<file path="src/sv/bvtm_pkg.sv">
// ----------------------------------------------------------------------------
// bvtm_pkg
// Shared types and constants for the battery voltage trend monitor.
// ----------------------------------------------------------------------------
package bvtm_pkg;

    localparam int MV_W      = 15;
    localparam int SEC_W     = 31;
    localparam int STAMP_W   = 32;
    localparam int PERIOD_W  = 8;
    localparam int APB_DW    = 32;
    localparam int PADDR_W   = 4;

    // 24 hour window for the max/min tracking
    localparam int WINDOW_SECONDS = 24 * 60 * 60;

    // averaging window
    localparam int AVG_WINDOW  = 6;
    localparam int SLOT_W      = (AVG_WINDOW > 2) ? $clog2(AVG_WINDOW) : 1;
    localparam int SUM_W       = MV_W + $clog2(AVG_WINDOW);
    // exact divide by AVG_WINDOW: multiply by ceil(2^k / N), then shift by k
    localparam int RECIP_SHIFT = SUM_W + $clog2(AVG_WINDOW);
    localparam int RECIP_W     = SUM_W + 1;
    localparam int RECIP       = ((2 ** RECIP_SHIFT) + AVG_WINDOW - 1) / AVG_WINDOW;
    localparam int PROD_W      = SUM_W + RECIP_W;

    // register reset values
    localparam logic [MV_W-1:0]     FLOAT_THR_RST  = MV_W'(13200);
    localparam logic [MV_W-1:0]     CHARGE_THR_RST = MV_W'(13800);
    localparam logic [PERIOD_W-1:0] PERIOD_RST     = PERIOD_W'(45);

    // register indexes (byte address / 4)
    typedef enum logic [1:0] {
        REG_FLOAT_THR  = 2'd0,
        REG_CHARGE_THR = 2'd1,
        REG_PERIOD     = 2'd2
    } reg_idx_t;

    // charge-band machine codes
    typedef enum logic [3:0] {
        BAND_IDLE       = 4'd0,
        BAND_NOT        = 4'd1,
        BAND_FLOAT      = 4'd2,
        BAND_CHARGE     = 4'd3,
        BAND_NOT_TO_CHG = 4'd4,
        BAND_FLT_TO_CHG = 4'd5,
        BAND_CHG_TO_FLT = 4'd6,
        BAND_CHG_TO_NOT = 4'd7,
        BAND_UP_DOWN    = 4'd8,
        BAND_MULTI      = 4'd9
    } band_code_t;

    typedef struct packed {
        logic [MV_W-1:0]  sample_mv;
        logic [SEC_W-1:0] now_seconds;
    } in_item_t;

    typedef struct packed {
        logic [MV_W-1:0]           max_mv;
        logic [MV_W-1:0]           min_mv;
        logic signed [STAMP_W-1:0] last_float_time;
        logic signed [STAMP_W-1:0] last_charge_time;
        logic                      avg_valid;
        logic [MV_W-1:0]           avg_mv;
        logic                      graph_valid;
        logic [3:0]                graph_code;
    } out_item_t;

    typedef struct packed {
        logic            valid;
        logic [MV_W-1:0] mv;
    } avg_res_t;

    typedef struct packed {
        logic       valid;
        band_code_t code;
    } graph_res_t;

endpackage

</file>
<file path="src/sv/bvtm_avg.sv">
// ----------------------------------------------------------------------------
// bvtm_avg
// Running sum over the averaging window and exact divide by the window size.
// ----------------------------------------------------------------------------
module bvtm_avg (
    input  logic                         aclk,
    input  logic                         aresetn,
    input  logic                         advance,
    input  logic [bvtm_pkg::MV_W-1:0]    sample_mv,
    output bvtm_pkg::avg_res_t           res
);

    logic [bvtm_pkg::SLOT_W-1:0]  slot_reg, slot_next;
    logic [bvtm_pkg::SUM_W-1:0]   sum_reg, sum_next;
    logic [bvtm_pkg::SUM_W-1:0]   sum_total;
    logic [bvtm_pkg::PROD_W-1:0]  prod;
    logic                         last;

    localparam logic [bvtm_pkg::RECIP_W-1:0] RECIP_C = bvtm_pkg::RECIP_W'(bvtm_pkg::RECIP);
    localparam logic [bvtm_pkg::SLOT_W-1:0]  LAST_SLOT =
        bvtm_pkg::SLOT_W'(bvtm_pkg::AVG_WINDOW - 1);

    always_comb begin
        sum_total = sum_reg + bvtm_pkg::SUM_W'(sample_mv);
        last      = (slot_reg == LAST_SLOT);
        prod      = bvtm_pkg::PROD_W'(sum_total) * bvtm_pkg::PROD_W'(RECIP_C);

        res.valid = last;
        res.mv    = last ? prod[bvtm_pkg::RECIP_SHIFT +: bvtm_pkg::MV_W] : '0;

        if (last) begin
            slot_next = '0;
            sum_next  = '0;
        end else begin
            slot_next = slot_reg + 1'b1;
            sum_next  = sum_total;
        end
    end

    always_ff @(posedge aclk) begin
        if (!aresetn) begin
            slot_reg <= '0;
            sum_reg  <= '0;
        end else if (advance) begin
            slot_reg <= slot_next;
            sum_reg  <= sum_next;
        end
    end

endmodule

</file>
<file path="src/sv/bvtm_band.sv">
// ----------------------------------------------------------------------------
// bvtm_band
// Charge-band state machine with graph period counter.
// ----------------------------------------------------------------------------
module bvtm_band (
    input  logic                           aclk,
    input  logic                           aresetn,
    input  logic                           advance,
    input  logic [bvtm_pkg::MV_W-1:0]      sample_mv,
    input  logic [bvtm_pkg::MV_W-1:0]      float_thr,
    input  logic [bvtm_pkg::MV_W-1:0]      charge_thr,
    input  logic [bvtm_pkg::PERIOD_W-1:0]  graph_period,
    output bvtm_pkg::graph_res_t           res
);

    bvtm_pkg::band_code_t             state_reg, state_next;
    bvtm_pkg::band_code_t             code;
    logic                             up_reg, up_next;
    logic                             down_reg, down_next;
    logic [bvtm_pkg::PERIOD_W-1:0]    ticks_reg, ticks_next;
    logic [bvtm_pkg::PERIOD_W:0]      ticks_inc;
    logic                             period_end;
    logic                             up_now, down_now;

    always_comb begin
        ticks_inc  = {1'b0, ticks_reg} + 1'b1;
        period_end = !(ticks_inc < {1'b0, graph_period});
        ticks_next = period_end ? '0 : ticks_inc[bvtm_pkg::PERIOD_W-1:0];

        if (sample_mv >= charge_thr) begin
            code = bvtm_pkg::BAND_CHARGE;
        end else if (sample_mv >= float_thr) begin
            code = bvtm_pkg::BAND_FLOAT;
        end else begin
            code = bvtm_pkg::BAND_NOT;
        end

        up_now   = up_reg;
        down_now = down_reg;
        case (code)
            bvtm_pkg::BAND_NOT: begin
                if (state_reg == bvtm_pkg::BAND_CHARGE) begin
                    down_now = 1'b1;
                    code     = bvtm_pkg::BAND_CHG_TO_NOT;
                end
            end
            bvtm_pkg::BAND_FLOAT: begin
                if (state_reg == bvtm_pkg::BAND_CHARGE) begin
                    down_now = 1'b1;
                    code     = bvtm_pkg::BAND_CHG_TO_FLT;
                end
            end
            bvtm_pkg::BAND_CHARGE: begin
                if (state_reg == bvtm_pkg::BAND_FLOAT) begin
                    up_now = 1'b1;
                    code   = bvtm_pkg::BAND_FLT_TO_CHG;
                end else if (state_reg == bvtm_pkg::BAND_NOT) begin
                    up_now = 1'b1;
                    code   = bvtm_pkg::BAND_NOT_TO_CHG;
                end
            end
            default: ;
        endcase
        if (up_now && down_now) begin
            code = bvtm_pkg::BAND_UP_DOWN;
        end
        // any item seen while already in up/down escalates to multi
        if ((up_now || down_now) && state_reg == bvtm_pkg::BAND_UP_DOWN) begin
            code = bvtm_pkg::BAND_MULTI;
        end

        if (period_end) begin
            state_next = bvtm_pkg::BAND_IDLE;
            up_next    = 1'b0;
            down_next  = 1'b0;
        end else begin
            state_next = code;
            up_next    = up_now;
            down_next  = down_now;
        end

        res.valid = period_end;
        res.code  = period_end ? code : bvtm_pkg::BAND_IDLE;
    end

    always_ff @(posedge aclk) begin
        if (!aresetn) begin
            state_reg <= bvtm_pkg::BAND_IDLE;
            up_reg    <= 1'b0;
            down_reg  <= 1'b0;
            ticks_reg <= '0;
        end else if (advance) begin
            state_reg <= state_next;
            up_reg    <= up_next;
            down_reg  <= down_next;
            ticks_reg <= ticks_next;
        end
    end

endmodule

</file>
<file path="src/sv/battery_voltage_trend_monitor_top.sv">
// ----------------------------------------------------------------------------
// battery_voltage_trend_monitor_top
// 24 h max/min tracking, band timestamps, window average and band graph codes.
// ----------------------------------------------------------------------------
// The result is loaded into the output register at the accepting edge, and
// m_valid rises right after it.
// Throughput: one item per cycle; the output register stalls intake only while
// a result waits and m_ready is low.
// Reset (aresetn low, synchronous): max/min and counters clear, band stamps go
// to -1, thresholds return to 13200 / 13800 mV and graph period to 45.
module battery_voltage_trend_monitor_top (
    input  logic                              aclk,
    input  logic                              aresetn,
    input  logic                              s_valid,
    output logic                              s_ready,
    input  bvtm_pkg::in_item_t                s_data,
    output logic                              m_valid,
    input  logic                              m_ready,
    output bvtm_pkg::out_item_t               m_data,
    input  logic                              psel,
    input  logic                              penable,
    input  logic                              pwrite,
    input  logic [bvtm_pkg::PADDR_W-1:0]      paddr,
    input  logic [bvtm_pkg::APB_DW-1:0]       pwdata,
    output logic [bvtm_pkg::APB_DW-1:0]       prdata,
    output logic                              pready
);

    logic [bvtm_pkg::MV_W-1:0]        float_thr_reg, charge_thr_reg;
    logic [bvtm_pkg::PERIOD_W-1:0]    period_reg;
    logic                             cfg_wr;
    bvtm_pkg::reg_idx_t               cfg_idx;

    logic [bvtm_pkg::MV_W-1:0]        max_val_reg, max_val_next;
    logic [bvtm_pkg::SEC_W-1:0]       max_stamp_reg, max_stamp_next;
    logic [bvtm_pkg::MV_W-1:0]        min_val_reg, min_val_next;
    logic [bvtm_pkg::SEC_W-1:0]       min_stamp_reg, min_stamp_next;
    logic                             seen_reg;
    logic [bvtm_pkg::STAMP_W-1:0]     float_stamp_reg, float_stamp_next;
    logic [bvtm_pkg::STAMP_W-1:0]     charge_stamp_reg, charge_stamp_next;
    logic signed [bvtm_pkg::STAMP_W-1:0] max_age, min_age;

    logic                             accept;
    logic                             m_valid_reg;
    bvtm_pkg::out_item_t              m_data_reg, m_data_next;
    bvtm_pkg::avg_res_t               avg_res;
    bvtm_pkg::graph_res_t             graph_res;

    localparam logic signed [bvtm_pkg::STAMP_W-1:0] WINDOW_C =
        bvtm_pkg::STAMP_W'(bvtm_pkg::WINDOW_SECONDS);

    assign s_ready = !m_valid_reg || m_ready;
    assign accept  = s_valid && s_ready;
    assign m_valid = m_valid_reg;
    assign m_data  = m_data_reg;

    // ---------------- configuration port ----------------
    assign pready  = 1'b1;
    assign cfg_wr  = psel && penable && pwrite;
    assign cfg_idx = bvtm_pkg::reg_idx_t'(paddr[bvtm_pkg::PADDR_W-1:2]);

    always_comb begin
        case (cfg_idx)
            bvtm_pkg::REG_FLOAT_THR:  prdata = bvtm_pkg::APB_DW'(float_thr_reg);
            bvtm_pkg::REG_CHARGE_THR: prdata = bvtm_pkg::APB_DW'(charge_thr_reg);
            bvtm_pkg::REG_PERIOD:     prdata = bvtm_pkg::APB_DW'(period_reg);
            default:                  prdata = '0;
        endcase
    end

    always_ff @(posedge aclk) begin
        if (!aresetn) begin
            float_thr_reg  <= bvtm_pkg::FLOAT_THR_RST;
            charge_thr_reg <= bvtm_pkg::CHARGE_THR_RST;
            period_reg     <= bvtm_pkg::PERIOD_RST;
        end else if (cfg_wr) begin
            case (cfg_idx)
                bvtm_pkg::REG_FLOAT_THR:  float_thr_reg  <= pwdata[bvtm_pkg::MV_W-1:0];
                bvtm_pkg::REG_CHARGE_THR: charge_thr_reg <= pwdata[bvtm_pkg::MV_W-1:0];
                bvtm_pkg::REG_PERIOD:     period_reg     <= pwdata[bvtm_pkg::PERIOD_W-1:0];
                default: ;
            endcase
        end
    end

    // ---------------- sub units ----------------
    bvtm_avg u_avg (
        .aclk      (aclk),
        .aresetn   (aresetn),
        .advance   (accept),
        .sample_mv (s_data.sample_mv),
        .res       (avg_res)
    );

    bvtm_band u_band (
        .aclk         (aclk),
        .aresetn      (aresetn),
        .advance      (accept),
        .sample_mv    (s_data.sample_mv),
        .float_thr    (float_thr_reg),
        .charge_thr   (charge_thr_reg),
        .graph_period (period_reg),
        .res          (graph_res)
    );

    // ---------------- max/min window and band stamps ----------------
    always_comb begin
        // signed age; a clock that steps back gives a negative age, no expiry
        max_age = signed'({1'b0, s_data.now_seconds} - {1'b0, max_stamp_reg});
        min_age = signed'({1'b0, s_data.now_seconds} - {1'b0, min_stamp_reg});

        max_val_next   = max_val_reg;
        max_stamp_next = max_stamp_reg;
        min_val_next   = min_val_reg;
        min_stamp_next = min_stamp_reg;
        if (!seen_reg || s_data.sample_mv > max_val_reg || max_age > WINDOW_C) begin
            max_val_next   = s_data.sample_mv;
            max_stamp_next = s_data.now_seconds;
        end
        if (!seen_reg || s_data.sample_mv < min_val_reg || min_age > WINDOW_C) begin
            min_val_next   = s_data.sample_mv;
            min_stamp_next = s_data.now_seconds;
        end

        float_stamp_next  = float_stamp_reg;
        charge_stamp_next = charge_stamp_reg;
        if (s_data.sample_mv >= charge_thr_reg) begin
            charge_stamp_next = {1'b0, s_data.now_seconds};
        end else if (s_data.sample_mv >= float_thr_reg) begin
            float_stamp_next = {1'b0, s_data.now_seconds};
        end

        m_data_next.max_mv           = max_val_next;
        m_data_next.min_mv           = min_val_next;
        m_data_next.last_float_time  = signed'(float_stamp_next);
        m_data_next.last_charge_time = signed'(charge_stamp_next);
        m_data_next.avg_valid        = avg_res.valid;
        m_data_next.avg_mv           = avg_res.mv;
        m_data_next.graph_valid      = graph_res.valid;
        m_data_next.graph_code       = graph_res.code;
    end

    always_ff @(posedge aclk) begin
        if (!aresetn) begin
            max_val_reg      <= '0;
            max_stamp_reg    <= '0;
            min_val_reg      <= '0;
            min_stamp_reg    <= '0;
            seen_reg         <= 1'b0;
            float_stamp_reg  <= '1;
            charge_stamp_reg <= '1;
        end else if (accept) begin
            max_val_reg      <= max_val_next;
            max_stamp_reg    <= max_stamp_next;
            min_val_reg      <= min_val_next;
            min_stamp_reg    <= min_stamp_next;
            seen_reg         <= 1'b1;
            float_stamp_reg  <= float_stamp_next;
            charge_stamp_reg <= charge_stamp_next;
        end
    end

    // ---------------- output register ----------------
    always_ff @(posedge aclk) begin
        if (!aresetn) begin
            m_valid_reg <= 1'b0;
        end else if (accept) begin
            m_valid_reg <= 1'b1;
        end else if (m_ready) begin
            m_valid_reg <= 1'b0;
        end
    end

    always_ff @(posedge aclk) begin
        if (accept) begin
            m_data_reg <= m_data_next;
        end
    end

endmodule

</file>
<file path="config.mk">
export PLATFORM = sky130hd
export DESIGN_NAME = battery_voltage_trend_monitor_top
export DESIGN_NICKNAME = d
export VERILOG_FILES = /design/src/sv/bvtm_pkg.sv /design/src/sv/bvtm_avg.sv /design/src/sv/bvtm_band.sv /design/src/sv/battery_voltage_trend_monitor_top.sv
export SDC_FILE = /design/constraint.sdc
export NUM_CORES = 1
export LEC_CHECK = 0
export ABC_AREA = 1
export BUFFER_PORTS_ARGS = -buffer_cell sky130_fd_sc_hd__buf_2
export CORE_MARGIN = 2
export CORE_UTILIZATION = 56
export DETAILED_ROUTE_END_ITERATION = 12
export PLACE_DENSITY_LB_ADDON = 0.12
export SLEW_MARGIN = 10
export SYNTH_ARGS = -nofsm -noshare
export SYNTH_HDL_FRONTEND = slang
export SYNTH_SLANG_ARGS = --single-unit
</file>
<file path="constraint.sdc">
create_clock -name aclk -period 7.2 [get_ports aclk]
set_input_delay 0 -clock aclk [delete_from_list [all_inputs] [get_ports aclk]]
set_output_delay 0 -clock aclk [all_outputs]
set_load 0.05 [all_outputs]
</file>
Word level (Yosys, flattened, before mapping)
Cells that the tools add are included.

Input bits: 89. Output and inout bits: 150. RAM bits: 0. Logic and storage cells: 98. Register bits after elaboration: 346. Bits in read-only memories: 0. Memories kept: 0. Latch bits: 0.

Multipliers: 1. Shifts and indexed selects: 0. Eq/ne operators: 10. Mux-type cells: 28. $add $sub $neg: 5. Bitwise gates (word level): 0. Div/mod/pow operators: 0. Reduce and logical (&&, ||, !) cells: 22. Order comparisons: 7.

Operators with widths (count): two-way mux 32 bit (3); > comparator 32 x 18 -> 1 bit (second input constant) (2); subtractor 31 x 31 -> 32 bit (2); one-hot mux 15 bit (3 select lines) (1); multiplier 18 x 18 -> 35 bit (second input constant) (1); two-way mux 4 bit (8); >= comparator 15 bit (2); two-way mux 15 bit (2); adder 18 x 15 -> 18 bit (1); two-way mux 18 bit (1); equality test 4 x 2 -> 1 bit (second input constant) (4); > comparator 15 bit (1); < comparator 15 bit (1); one-hot mux 4 bit (3 select lines) (1); AND reduction 2 bit (5); adder 8 x 1 -> 9 bit (second input constant) (1); < comparator 9 x 8 -> 1 bit (1); two-way mux 1 bit (9); equality test 4 x 1 -> 1 bit (second input constant) (2); two-way mux 8 bit (1); logical OR 1 bit (6); logical AND 1 bit (5); equality test 4 bit (second input constant) (1); adder 3 x 1 -> 3 bit (second input constant) (1); 9 further kinds (11).

Logic depth before layout (Yosys ltp)
Gate-level depths: netlist (run 1).

Depth in word-level cells: 10. Depth in mapped cells: 34.

Modules after synthesis
Synthesis (run 1) repeated with hierarchy kept, for this count alone.

Cells, all modules: 4290. Area, all modules: 29498.3 µm².

By module, submodules not included: battery_voltage_trend_monitor_top (cells each 2837, instances 1, area an instance 19268.5 µm²); bvtm_avg (cells each 1128, instances 1, area an instance 8274.2 µm²); bvtm_band (cells each 325, instances 1, area an instance 1955.6 µm²).

Worst setup path after synthesis (run 1)
Ideal clock, no wire load.

Path type: reg2reg. Start point: register u_avg.sum_reg[0] in the netlist's numbering. End point: register m_data_reg (netlist bit m_data[15]) (data pin). Library setup time: 255 ps. Setup slack: 515 ps. Cell stages (with the launch flop): 29. Arrival: 6430 ps. Cells stage by stage: dfxtp_1 ha_1 inv_1 fa_1 inv_1 a31oi_1 or3b_2 nand3_1 xor2_1 ha_1 ha_1 fa_1 fa_1 fa_1 inv_1 fa_1 inv_1 ha_1 nand2_1 nor2_1 o21ai_0 o211ai_1 a31oi_1 o21ai_0 a21oi_1 o21bai_1 nand2_1 a21oi_1 nor2_1.

Word-level cells in the longest chain between the ends: 2.

RTL lines: from (decl) (RTL line bvtm_avg.sv:14) `logic [bvtm_pkg::SUM_W-1:0] sum_reg, sum_next;`; from (signal assigned) (RTL line bvtm_avg.sv:46) `sum_reg <= sum_next;`; adder 18 x 15 -> 18 bit (RTL line bvtm_avg.sv:24) `sum_total = sum_reg + bvtm_pkg::SUM_W'(sample_mv);`; multiplier 18 x 18 -> 35 bit (RTL line bvtm_avg.sv:26) `prod = bvtm_pkg::PROD_W'(sum_total) * bvtm_pkg::PROD_W'(RECIP_C);`; to (signal assigned) (RTL line battery_voltage_trend_monitor_top.sv:176) `m_data_reg <= m_data_next;`; to (decl) (RTL line battery_voltage_trend_monitor_top.sv:45) `bvtm_pkg::out_item_t m_data_reg, m_data_next;`.

Every way passes these cells. A chain may end at the register's enable or synchronous reset.

Worst setup path in the final report (run 1)
Start point: register u_avg.sum_reg[0] in the netlist's numbering. End point: register m_data_reg (netlist bit m_data[16]) (data pin).

Same word-level chain as after synthesis.

==> results.md, run 1 <==
* Clock Skews at 0.0189 ns
* Main synth FF type: dfxtp_1
* Number of top-level pins at 239
* Buffer levels on the longest clock path at 3
* H-tree Lvls at 2
* Number of violations of the max-capacitance limit at 0
* Port Buf Inserts at 201
* Clk_lat worst skew at 0.58 ns
* Cell chosen for the clock root: clkbuf_16
* Max transition margin at 0.232
* Number of antenna violations at the first check in global routing at 0
* Worst Tran Pin Value at 1.15 ns
* Met3 track demand over resource at 0.0424
* Maximum number of pins on one net before global-route repair at 207
* Share of Yosys cell area claimed by the top area cell type at 0.169
* Cell taking the most area after synthesis: dfxtp_1
* Die H at 225 um
* Sequential fraction of the synthesis area at 0.295
* Fillcell total at 4461
* Syn Inst Count at 3835
* Count of distinct cell types in the synthesized netlist at 51
* Cell with the biggest individual delay on the critical path: fa_1
* Pins Over Slew Limit at 0
* Number of optimization iterations in the first detailed-route pass at 5
* Die Area at 0.0507 mm^2
* Syn-to-layout area delta at 12.6%
* Post-synth ARST share at 0
* FP Rows at 81
* Drt total wl at 74800 um
* Most frequent CP cell: inv_1
* Hold crit path type: in -> reg
* Vias in the first global route at 23000
* Capturing element type of the critical path: flip-flop
* Startpoint types: flip-flop
* Maximum fanout count along the critical path at 4
* Detail Placement HPWL at 57500 um
* Top cells by count, synth: nand2_1 (1054), inv_1 (724), a21oi_1 (335)
* All-layer global routing usage at 0.294
* Global-route wire length before repair at 118000 um
* Max reg flops at 115
* Top-count cell post-synth: nand2_1
* Final worst path period share at 0.960
* Placement Setup Slack at 0.156 ns
* Last weighted congestion value of the routability-driven placer at 0.957
* Minimum period implied by the final worst setup slack at 6.91 ns
* Global route total overflow at 0
* Nets at 4553
* Met2 Resource Use GR at 0.493
* Endpoints failing setup at 0
* Clock tree from TritonCTS: yes
* Met1 GRT Util at 0.393
* Crit path kind: reg -> reg
* Most congested layer reported by global routing: met2
* Layout cell share with drive strength beyond 1 at 0.0839
* Count of routing violations after the opening detailed-route iteration at 1552
* Post-synth EDFFs at 115
* Total number of vias at 24400
* Starting density of the core at 0.564
* Number of vias per cell after detailed routing at 5.18
* Clock sink count at 346
* Main area contributors after synthesis: dfxtp_1 (17%), nand2_1 (14%), ha_1 (14%), edfxtp_1 (13%), inv_1 (9.9%)
* Result of the run: completed
* Number of nets with antenna violations after detailed routing at 0
* Register bit count reported by yosys at 346
* Post-CTS clock slew at the launch and capture registers of the worst setup and hold paths at 0.06 ns
* Remaining design rule violation count at 0
* Number of CTS-inserted buffers at 41
* Average size of a mapped cell at 7.14 um^2
* Number of hold violations in the final report at 0
* Core region area at 0.0485 mm^2
* Die width at 225 um
* CP peak stage delay at 0.56 ns
* Total standard cell area after synthesis at 0.0274 mm^2
* Worst-case setup margin in the final layout at 0.291 ns
* Worst endpoint required time at 7.62 ns
* Max Fclk at 145 MHz
* Mean routed wirelength per cell at 15.9 um
* Arr. time, crit path at 7.33 ns
* Syn. warnings at 0
[final cells by class]
class,instances,area (um^2),share of cell area
clock inverters,19,163,0.00528
clock buffers,56,1160,0.0378
well taps,622,778,0.0252
repair buffers,292,1830,0.0595
flip-flops and latches,346,8080,0.262
inverters,730,2750,0.0892
multi-input cells,2647,16100,0.521
diodes,1,2.50,0.0000812
[per-stage QoR]
step	hold WS, ns	instances	util	TNS (ns)	cell area (um^2)
floorplan	0.126	3851	-	0	27400
global placement	0.237	4583	0.595	0	28900
detailed placement	0.241	4583	0.595	0	28900
CTS	0.00335	4710	0.633	0	30700
global route	0.0203	4712	0.635	-0.0642	30800
finish	0.0157	4713	0.635	0	30800
[final timing paths]
kind	to	slack, ns	start	cells past startpoint
max	m_data[16]$_SDFFCE_PN0P_	0.29	u_avg.sum_reg[0]$_SDFFE_PN0P_	28
min	min_stamp_reg[20]$_SDFFE_PN0P_	0.02	s_data[20]	5
max reg2reg	m_data[16]$_SDFFCE_PN0P_	0.29	u_avg.sum_reg[0]$_SDFFE_PN0P_	28
min reg2reg	charge_stamp_reg[2]$_SDFFE_PN1P_	0.46	charge_stamp_reg[2]$_SDFFE_PN1P_	2
[layer usage]
layer	share of wire	wire length, um	vias up
met1	0.45	33300	11100
li1	-	-	12600
met5	0	0	-
met2	0.47	35000	618
met3	0.057	4280	126
met4	0.029	2160	0
[critical path, delay by kind of cell (launching register included)]
family / cells / cell delay [ns]
AO/OA/AOI/OAI: 6 / 0.84
XOR/XNOR: 1 / 0.21
adder cells (fa/ha/maj): 9 / 3.66
buffers and inverters: 6 / 0.36
flip-flops: 1 / 0.33
AND/OR/NAND/NOR: 6 / 1.32
[layout by cell type (no fill, tap or decap), drive strengths merged, types with 3 or more instances in the layout]
cell type,count
nand3,185
edfxtp,115
nor2,278
nand3b,17
clkinv,17
a211oi,4
a31oi,3
nand2,1062
clkbuf,56
buf,240
o21a,3
and2,5
nand4,33
dfxtp,231
conb,18
xor2,33
o22ai,7
nor3,14
a22oi,3
o21ai,165
o211ai,22
xnor2,11
o221ai,8
dlygate4sd3,52
nor4,4
ha,296
inv,728
a21oi,336
a21o,5
o21bai,10
fa,110
[cells by family after synthesis]
logic type | after synthesis | synth area share
mux | 1 | 0.000366
flops | 346 | 0.295
simple gates | 1604 | 0.238
xor+xnor | 44 | 0.0141
fa+ha+maj | 406 | 0.216
other cells | 2 | 0.000274
compound gates | 574 | 0.112
buf+inv | 858 | 0.124
[timing repair]
item	4_1_cts	5_1_grt
setup endpoints to repair	0	14
hold endpoints to repair	142	0
hold buffers	52	0
resized for setup	0	16
buffers inserted	0	2
Power of run 1 is not shown: default switching activity piles up to over one toggle a cycle in this logic, so the estimate is an artifact.
==> run 2, diff against run 1 <==
--- a/config.mk
+++ b/config.mk
@@ -11,6 +11,7 @@
 export CORE_UTILIZATION = 56
 export DETAILED_ROUTE_END_ITERATION = 12
 export PLACE_DENSITY_LB_ADDON = 0.12
+export REMOVE_ABC_BUFFERS = 1
 export SLEW_MARGIN = 10
 export SYNTH_ARGS = -nofsm -noshare
 export SYNTH_HDL_FRONTEND = slang
==> results.md, run 2 (synthesized netlist as in run 1, its figures left out) <==
* Count of routing violations after the opening detailed-route iteration at 1624
* Number of hold violations in the final report at 0
* Worst hold slack after final layout at 0.0252 ns
* Area of placed instances at 0.0289 mm^2
* Final worst path period share at 0.952
* Antenna cells at 0
* Startpoint types: flip-flop
* Die H at 225 um
* Nets at 4565
* Worst Tran Pin Value at 1.04 ns
* Layout cell share with drive strength beyond 1 at 0.0846
* Capturing element type of the critical path: flip-flop
* Clock tree from TritonCTS: yes
* Total number of vias at 24600
* Number of violations of the max-capacitance limit at 0
* Number of optimization iterations in the first detailed-route pass at 5
* Remaining design rule violation count at 0
* Number of CTS-inserted buffers at 39
* Core region area at 0.0485 mm^2
* Number of top-level pins at 239
* Clock Skews at 0.0251 ns
* Maximum fanout count along the critical path at 4
* Most frequent standard cell in the layout excluding fill and tap cells: nand2_1
* Number of vias per cell after detailed routing at 5.20
* CP peak stage delay at 0.58 ns
* Max reg flops at 115
* Minimum period implied by the final worst setup slack at 6.85 ns
* Cells after DPL at 4581
* Global-route wire length before repair at 113000 um
* Post-CTS clock slew at the launch and capture registers of the worst setup and hold paths at 0.07 ns
* Number of standard cells in the final layout excluding fillers at 4722
* Starting density of the core at 0.564
* Endpoints failing setup at 0
* Setup repair after global routing missed its margin: yes
* Last weighted congestion value of the routability-driven placer at 0.943
* Worst endpoint required time at 7.60 ns
* Vias in the first global route at 22700
* Syn-to-layout area delta at 13.0%
* Max transition margin at 0.306
* Port Buf Inserts at 201
* Number of nets with antenna violations after detailed routing at 0
* Fillcell total at 4557
* Cell chosen for the clock root: clkbuf_16
* Commonest non-fill, non-tap cells in the layout: nand2_1 (1052), inv_1 (723), a21oi_1 (330)
* Die width at 225 um
* Number of cells on the worst hold path at 4
* Result of the run: completed
* Clk_lat worst skew at 0.57 ns
* H-tree Lvls at 2
* Global route total overflow at 0
* Arr. time, crit path at 7.26 ns
* FP Rows at 81
* Max Fclk at 146 MHz
* Cell with the biggest individual delay on the critical path: fa_1
* Final Instance Area at 0.0309 mm^2
* Most frequent CP cell: inv_1
* Detail Placement HPWL at 53600 um
* Mean routed wirelength per cell at 15.2 um
* Maximum number of pins on one net before global-route repair at 193
* Buffer levels on the longest clock path at 3
* Pins Over Slew Limit at 0
* Number of antenna violations at the first check in global routing at 0
* Sum Neg Setup Slack at 0 ns
* Drt total wl at 71600 um
* Hold crit path type: in -> reg
* Die Area at 0.0507 mm^2
* Crit path kind: reg -> reg
* Reg2Reg Depth at 30
* All-layer global routing usage at 0.279
* Clock sink count at 346
## run 2: critical path, delay by kind of cell, from the launching register on
kind | cells | cell delay, ns
AO/OA/AOI/OAI | 10 | 1.44
XOR/XNOR | 1 | 0.29
adder cells (fa/ha/maj) | 8 | 3.36
buffers and inverters | 7 | 0.63
flip-flops | 1 | 0.31
AND/OR/NAND/NOR | 4 | 0.65
## run 2: path summary, 6_finish.rpt
check                                            to  slack (ns)                              start
hold reg to reg   charge_stamp_reg[13]$_SDFFE_PN1P_        0.47  charge_stamp_reg[13]$_SDFFE_PN1P_
setup reg to reg           m_data[16]$_SDFFCE_PN0P_        0.35      u_avg.sum_reg[4]$_SDFFE_PN0P_
setup / recovery           m_data[16]$_SDFFCE_PN0P_        0.35      u_avg.sum_reg[4]$_SDFFE_PN0P_
hold / removal           period_reg[3]$_SDFFE_PN1P_        0.03                             pwrite
## run 2: through the flow
stage / util / setup slack, ns
2_1_floorplan: - / 0.445
3_3_place_gp: 0.595 / 0.245
3_5_place_dp: 0.595 / 0.0687
4_1_cts: 0.635 / 0.0465
5_1_grt: 0.637 / -0.0154
6_report: 0.637 / 0.346
## run 2: repair_timing
action / 4_1_cts / 5_1_grt
hold endpoints to repair: 177 / 0
setup buffers: 0 / 4
gates resized for setup: 0 / 22
endpoints found under the setup margin: 0 / 14
hold buffers: 66 / 0
## run 2: cell type report
type                    count  area (um^2)  area share
clock buffers              52         1090      0.0351
inverters                 730         2750      0.0889
well taps                 622          778      0.0252
clock inverters            19          206     0.00667
flip-flops and latches    346         8080       0.261
repair buffers            306         1970      0.0638
multi-input cells        2647        16100       0.519
## run 2: per-layer routing
metal  up-vias  global-route usage  share of wire
met5         -                   0              0
met1     11200               0.357           0.44
met3       124              0.0331          0.047
li1      12600                   -              -
met4         0              0.0976          0.032
met2       603               0.486           0.48
Power of run 2 is left out for the same reason.
==> run 3, diff against run 2 <==
--- a/config.mk
+++ b/config.mk
@@ -5,10 +5,9 @@
 export SDC_FILE = /design/constraint.sdc
 export NUM_CORES = 1
 export LEC_CHECK = 0
-export ABC_AREA = 1
 export BUFFER_PORTS_ARGS = -buffer_cell sky130_fd_sc_hd__buf_2
 export CORE_MARGIN = 2
-export CORE_UTILIZATION = 56
+export CORE_UTILIZATION = 55
 export DETAILED_ROUTE_END_ITERATION = 12
 export PLACE_DENSITY_LB_ADDON = 0.12
 export REMOVE_ABC_BUFFERS = 1
==> results.md, run 3 <==
* Total number of vias at 20900
* Minimum period implied by the final worst setup slack at 7.54 ns
* Count of routing violations after the opening detailed-route iteration at 1287
* Global route total overflow at 0
* Syn Inst Count at 2787
* Post-layout util at 0.670
* Drt total wl at 66900 um
* Maximum fanout count along the critical path at 3
* Remaining design rule violation count at 0
* Post-synth EDFFs at 115
* Failing checks: setup timing
* Count of distinct cell types in the synthesized netlist at 82
* Cell with the biggest individual delay on the critical path: fa_1
* Commonest non-fill, non-tap cells in the layout: nand2_1 (408), inv_1 (368), ha_1 (273)
* Main synth FF type: dfxtp_1
* Worst-case setup margin in the final layout at -0.343 ns
* All-layer global routing usage at 0.276
* Final worst path period share at 1.05
* Post-CTS clock slew at the launch and capture registers of the worst setup and hold paths at 0.06 ns
* Share of Yosys cell area claimed by the top area cell type at 0.182
* Endpoints failing setup at 9
* Path length in cells of the critical path at 33
* Max reg flops at 115
* Top-count cell post-synth: nand2_1
* Max transition margin at 0.325
* Pins Over Slew Limit at 0
* Number of antenna violations at the first check in global routing at 5
* Crit path kind: reg -> reg
* Cell taking the most area after synthesis: dfxtp_1
* Syn. warnings at 0
* Syn-to-layout area delta at 19.8%
* Top cell family by delay on the critical path: adder cells
* Die H at 219 um
* Post-synth ARST share at 0
* Number of CTS-inserted buffers at 39
* Number of violations of the max-capacitance limit at 0
* Total standard cell area after synthesis at 0.0254 mm^2
* Maximum number of pins on one net before global-route repair at 104
* Buffer and inverter count on the worst path at 7
* Number of optimization iterations in the first detailed-route pass at 6
* Max Fclk at 133 MHz
* Cell chosen for the clock root: clkbuf_16
* Register bit count reported by yosys at 346
* Reg2Reg Depth at 33
* Core region area at 0.0455 mm^2
* Die width at 219 um
* Most frequent standard cell in the layout excluding fill and tap cells: nand2_1
* Startpoint types: flip-flop
* Main area contributors after synthesis: dfxtp_1 (18%), ha_1 (15%), edfxtp_1 (14%), fa_1 (8.7%), nand2_1 (6.1%)
* Clk_lat worst skew at 0.57 ns
* Number of nets with antenna violations after detailed routing at 0
* Vias in the first global route at 21100
* Clock tree from TritonCTS: yes
* Arr. time, crit path at 7.83 ns
* Die Area at 0.0479 mm^2
* Mean routed wirelength per cell at 17.7 um
* Average size of a mapped cell at 9.12 um^2
* Global-route wire length before repair at 106000 um
* Worst Tran Pin Value at 1.01 ns
* Top cells by count, synth: nand2_1 (410), inv_1 (387), ha_1 (296)
* Worst endpoint required time at 7.49 ns
* Number of hold violations in the final report at 0
* Clock Skews at 0.0214 ns
* Sequential fraction of the synthesis area at 0.318
* CP peak stage delay at 0.58 ns
* Number of top-level pins at 239
* Setup repair after global routing missed its margin: yes
* Port Buf Inserts at 201
* Nets at 3647
* Number of vias per cell after detailed routing at 5.51
* FP Rows at 78
* Clock sink count at 346
* H-tree Lvls at 2
* Starting density of the core at 0.559
* Buffer levels on the longest clock path at 3
* Number of cells on the worst hold path at 4
* Layout cell share with drive strength beyond 1 at 0.198
* Detail Placement HPWL at 48800 um
* Capturing element type of the critical path: flip-flop
* Last weighted congestion value of the routability-driven placer at 0.939
* Hold crit path type: in -> reg
* Result of the run: finished with violations
run 3: changes by cell type after synthesis, moves of 20 or more:
cell     before  now
a21oi_1     335  132
nor3_1       12   41
mux2i_1       1  123
mux2_2        0   89
o21ai_0     155   80
xnor2_1      11   43
nor2b_1       0   25
o21a_1        3   23
and3_1        2   22
a21o_1        5   33
nand3_1     182   96
inv_1       724  387
nor2_1      271  105
nand2_1    1054  410
run 3: cell type report:
type	count	area [um^2]
clock inverter	12	111
timing repair buffer	426	2900
fill	3701	15000
antenna	3	7.51
inverter	388	1460
multi-input combinational	1951	16000
sequential	346	8080
clock buffer	60	1190
tap	600	751
run 3: metrics by stage:
stage / TNS [ns] / std cells / setup WS (ns) / hold WS (ns) / cell area (um^2)
after floorplan: -0.517 / 2685 / -0.235 / 0.0619 / 24900
after detailed placement: -7.03 / 3614 / -0.845 / 0.268 / 27600
after global routing: -4.30 / 3785 / -0.613 / 0.147 / 30500
final: -1.49 / 3786 / -0.343 / 0.120 / 30500
after global placement: -3.84 / 3614 / -0.576 / 0.259 / 27600
after CTS: -0.410 / 3777 / -0.199 / 0.0954 / 30200
run 3: cell families (layout without fill, tap and decap cells):
| family | Yosys count | count (layout) | share of synthesized area |
|---|---|---|---|
| other | 2 | 21 | 0.000296 |
| AO/OA/AOI/OAI | 440 | 440 | 0.114 |
| adder cells (fa/ha/maj) | 406 | 406 | 0.232 |
| AND/OR/NAND/NOR | 805 | 805 | 0.143 |
| XOR/XNOR | 70 | 70 | 0.0241 |
| flip-flops | 346 | 346 | 0.318 |
| multiplexers | 212 | 212 | 0.0879 |
| buffers and inverters | 506 | 886 | 0.0807 |
run 3: tightest hold or removal path, stage by stage:
cell     delay (ns)
buf_2          0.11
nand4_1        0.32
nand2_1        0.09
a21oi_1        0.12
run 3: path summary, 6_finish.rpt:
| kind | startpoint | end | slack [ns] |
|---|---|---|---|
| setup / recovery | u_avg.sum_reg[0]$_SDFFE_PN0P_ | m_data[18]$_SDFFCE_PN0P_ | -0.34 |
| hold / removal | penable | charge_thr_reg[4]$_SDFFE_PN0P_ | 0.12 |
| hold reg to reg | max_stamp_reg[7]$_SDFFE_PN0P_ | max_stamp_reg[7]$_SDFFE_PN0P_ | 0.46 |
| setup reg to reg | u_avg.sum_reg[0]$_SDFFE_PN0P_ | m_data[18]$_SDFFCE_PN0P_ | -0.34 |
run 3: layer usage:
metal,up-vias,track usage,share of wire
met5,-,0,0.00019
met4,2,0.0815,0.026
met3,103,0.0342,0.044
met2,480,0.488,0.50
met1,10100,0.353,0.43
li1,10200,-,-
run 3: repair_timing:
action                                 in CTS  in global routing
hold buffers                               66                  0
setup endpoints to repair                  14                 14
resized for setup                          87                 38
pin swaps                                  84                 59
gates cloned                                0                  0
endpoints found under the hold margin     279                  0
buffers inserted                           26                  6
Power of run 3 is left out for the same reason.
